$ cat src/sv/pds_divider.sv
// Bit-serial restoring divider: one quotient bit per cycle, MSB first.
// Gives quotient and remainder of an unsigned dividend by an unsigned divisor.
// No package dependencies.
module pds_divider #(
    parameter int W  = 27,
    parameter int DW = 15
) (
    input  logic          clk,
    input  logic          rst_n,
    input  logic          start,
    input  logic [W-1:0]  dividend,
    input  logic [DW-1:0] divisor,
    output logic          done,
    output logic [W-1:0]  quotient,
    output logic [DW-1:0] remainder
);

    localparam int CW = (W > 1) ? $clog2(W) : 1;

    logic          busy_reg, busy_next;
    logic          done_reg, done_next;
    logic [CW-1:0] cnt_reg, cnt_next;
    logic [W-1:0]  quo_reg, quo_next;
    logic [DW-1:0] rem_reg, rem_next;
    logic [DW-1:0] dvs_reg, dvs_next;
    logic [DW:0]   trial;
    logic          fits;

    // Dividend shifts out of the top of quo_reg while quotient bits enter at the bottom
    assign trial = {rem_reg, quo_reg[W-1]};
    assign fits  = trial >= {1'b0, dvs_reg};

    always_comb
    begin
        busy_next = busy_reg;
        done_next = 1'b0;
        cnt_next  = cnt_reg;
        quo_next  = quo_reg;
        rem_next  = rem_reg;
        dvs_next  = dvs_reg;
        if (start)
        begin
            busy_next = 1'b1;
            cnt_next  = '0;
            quo_next  = dividend;
            rem_next  = '0;
            dvs_next  = divisor;
        end
        else if (busy_reg)
        begin
            quo_next = {quo_reg[W-2:0], fits};
            rem_next = fits ? DW'(trial - {1'b0, dvs_reg}) : DW'(trial);
            cnt_next = cnt_reg + CW'(1);
            if (cnt_reg == CW'(W - 1))
            begin
                busy_next = 1'b0;
                done_next = 1'b1;
            end
        end
    end

    always_ff @(posedge clk or negedge rst_n)
    begin
        if (!rst_n)
        begin
            busy_reg <= 1'b0;
            done_reg <= 1'b0;
            cnt_reg  <= '0;
        end
        else
        begin
            busy_reg <= busy_next;
            done_reg <= done_next;
            cnt_reg  <= cnt_next;
        end
    end

    always_ff @(posedge clk)
    begin
        quo_reg <= quo_next;
        rem_reg <= rem_next;
        dvs_reg <= dvs_next;
    end

    assign done      = done_reg;
    assign quotient  = quo_reg;
    assign remainder = rem_reg;

endmodule

$ cat config.mk
export PLATFORM = sky130hd
export DESIGN_NAME = pds_divider
export DESIGN_NICKNAME = d
export VERILOG_FILES = /design/src/sv/pds_divider.sv
export SDC_FILE = /design/constraint.sdc
export NUM_CORES = 1
export LEC_CHECK = 0
export CORE_UTILIZATION = 40
export DETAILED_ROUTE_END_ITERATION = 10
export DONT_BUFFER_PORTS = 1
export PLACE_DENSITY = 0.61
export SLEW_MARGIN = 5
export SYNTH_ARGS = -nofsm -noshare
export SYNTH_HDL_FRONTEND = slang
export SYNTH_SLANG_ARGS = --single-unit
export TNS_END_PERCENT = 30
$ cat constraint.sdc
create_clock -name clk -period 5.75 [get_ports clk]
set_clock_uncertainty 0.15 [all_clocks]
set_input_delay 0.8625 -clock clk [delete_from_list [all_inputs] [get_ports clk]]
set_output_delay 0.8625 -clock clk [all_outputs]
set_load 0.02 [all_outputs]
==> results.cfg <==
[finish]
fillCellCount = 770
largest_reg_flops = 27
synthToLayoutAreaGrowth_pct = 7.91
final_core_util_pct = 44.3
drive_gt1_share_pct = 17.1
layout.nets = 350
diodes = 0

[floorplanning]
dieHeight_um = 93.6
core_um2 = 8180
die_w_um = 93.6
num_rows = 33
pin_count = 88
die_area_um2 = 8750
start_util_pct = 41.0

[synth]
synth_ff_type = edfxtp_1
synth-edff-count = 42
synth_area_um2 = 3350
synth_xor_area_share_pct = 3.40
synth_top_area_cell = edfxtp_1
synth_sequential_area_ratio_pct = 51.8
synth.most_common_cell = edfxtp_1
synthSimpleGateAreaFrac_pct = 9.55
synth_compound_area_share_pct = 12.0
synth_top_area_share_pct = 37.6
yosys_warnings = 0
synthCells = 286
synth_common_cells = edfxtp_1, mux2_2, inv_1, nor2_1, ha_1
synth_fa_ha_area_share_pct = 6.94
async_flop_share_pct = 10.9
syn_area_per_cell_um2 = 11.7
synth_top_family_by_area = compound AO/OA/AOI/OAI gates
synth.net_count = 349
synthTopCellsByArea = edfxtp_1, dfxtp_1, mux2_2
yosys.cell_types.count = 50
synth_seq_cells = 64
synth.area.mux_share_pct = 11.4

[critical_path]
path_max_fanout = 21
rr_startpoint = quotient[26]
reg2reg_setup_slack_ps = 2590
critical_path.startpoint = quotient[26]
cp-endpoint = remainder[3]
crit_type = reg2reg
worstReg2RegEnd = remainder[3]
cp-end-kind = flip-flop
worstRegToRegCells = 10
required_ps = 5860
worstSetupStartpointType = flip-flop
crit_arrival_ps = 3270

[detailed_routing]
vias_per_cell = 5.40
routedWlPerCell_um = 16.2
drcViolationCount = 0
drt-total-wl_mm = 6.43
antenna_left = 0
drt_iter0_drc = 61
drt-pass1-iter-count = 4
via_count = 2142

[timing]
hold_violations = 0
tightest_slew_ps = 1030
tns_ps = 0
fin_hold_ws_ps = 54.1
maxSlewHeadroom_pct = 31.5
rsz0062_at_grt = false
setup_viol = 0
max_freq_mhz = 316
drv_slew = 0
fin_crit_ps = 3160
finalCritPeriodShare_pct = 55.0
setup_ws_ps = 2590

[status]
status = complete, no violations

[clock_network]
post_cts_resized = 0
cts-root-buf = clkbuf_8
cts.sinks = 64
cts_setup_buffers = 0
clk_pin_slew_worst_paths_ps = 80
cts_buffers = 9
cts_tree = yes
clockBufferDepth = 2
cts_hold_buf = 0
htree_levels = 3
clk_latency_ps = 340

[placed_design]
place_hpwl_mm = 4.37
place_ws_ps = 2590
globalplace.congestion = 0.822
io_buffer_count = 0

[worst_hold_path]
min_path_type = in2async

[global_routing]
antenna_found_initial = 0
grt_pass1_wl_mm = 10.4
grt_max_degree = 63
first_global_vias = 2159
grt_usage_pct = 15.5
grt-ovfl-total = 0

[pwr]
vdd_drop_max_mv = 0.157
p_leak_nw = 1.49
power_density_nw_per_um2 = 293
p_total_mw = 1.06

[job]
cap_viol_max_count = 0
-- cells by family (layout without fill, tap and decap cells) --
logic type                 after synthesis  in the layout
AOI/OAI and AO/OA                       57             57
xor gates and xnor gates                13             13
adders and majority gates               18             18
buffers and inverters                   35             41
DFF                                     64             64
muxes                                   35             35
and+or+nand+nor                         64             64
-- metal layers --
layer | track usage, % | part of all wire, % | vias to the layer above
met5 | 0 | 0 | -
met4 | 5.13 | 1.6 | 0
met3 | 7.89 | 9.6 | 10
met1 | 17.8 | 43 | 1007
met2 | 24.9 | 46 | 80
li1 | - | - | 1045
-- critical path, cell delays in order, from the launching register on --
cell      delay [ps]
edfxtp_1         500
inv_1             80
ha_1             250
fa_1             410
nand2b_1         170
a21oi_2          190
o21ai_1          100
a21oi_1          170
o21ai_2          320
or3_1            470
a311oi_1         260
-- worst min-delay path by stage --
stage               slack, ps  cells past startpoint    endpoint
CTS                        40                      0  cnt_reg[4]
global route               30                      0  cnt_reg[4]
finish                     50                      0  cnt_reg[4]
detailed placement        390                      2  cnt_reg[4]
global placement          370                      2  cnt_reg[4]
floorplan                 350                      2  cnt_reg[4]
-- where the power goes --
group          total [mW]  switching (mW)  internal [mW]
registers           0.574          0.0468          0.527
clock network       0.400           0.195          0.205
logic              0.0858          0.0398         0.0460
-- cells in the final DEF (no fill, tap or decap), types with 9 or more instances in the layout --
cell,synthesis,layout
clkbuf_8,1,9
nor2_1,24,24
edfxtp_1,42,42
nand2_1,16,16
dfxtp_1,15,15
mux2i_1,9,9
mux2_2,26,26
inv_1,24,24
a21oi_1,11,11
ha_1,17,17
-- cell type report --
class	instances	area, um^2	area share, %
timing repair buffer	1	7.51	0.207
multi-input combinational	187	1450	40.1
sequential	64	1740	48.0
tap	105	131	3.63
clock inverter	7	76.3	2.11
inverter	24	90.1	2.49
clock buffer	9	124	3.42
-- per-stage QoR --
| step | cells | instance area, um^2 |
|---|---|---|
| global route | 397 | 3620 |
| global placement | 381 | 3420 |
| detailed placement | 381 | 3420 |
| CTS | 397 | 3620 |
| floorplan | 286 | 3350 |
| finish | 397 | 3620 |
No activity file was read; power rests on OpenSTA's default activity.
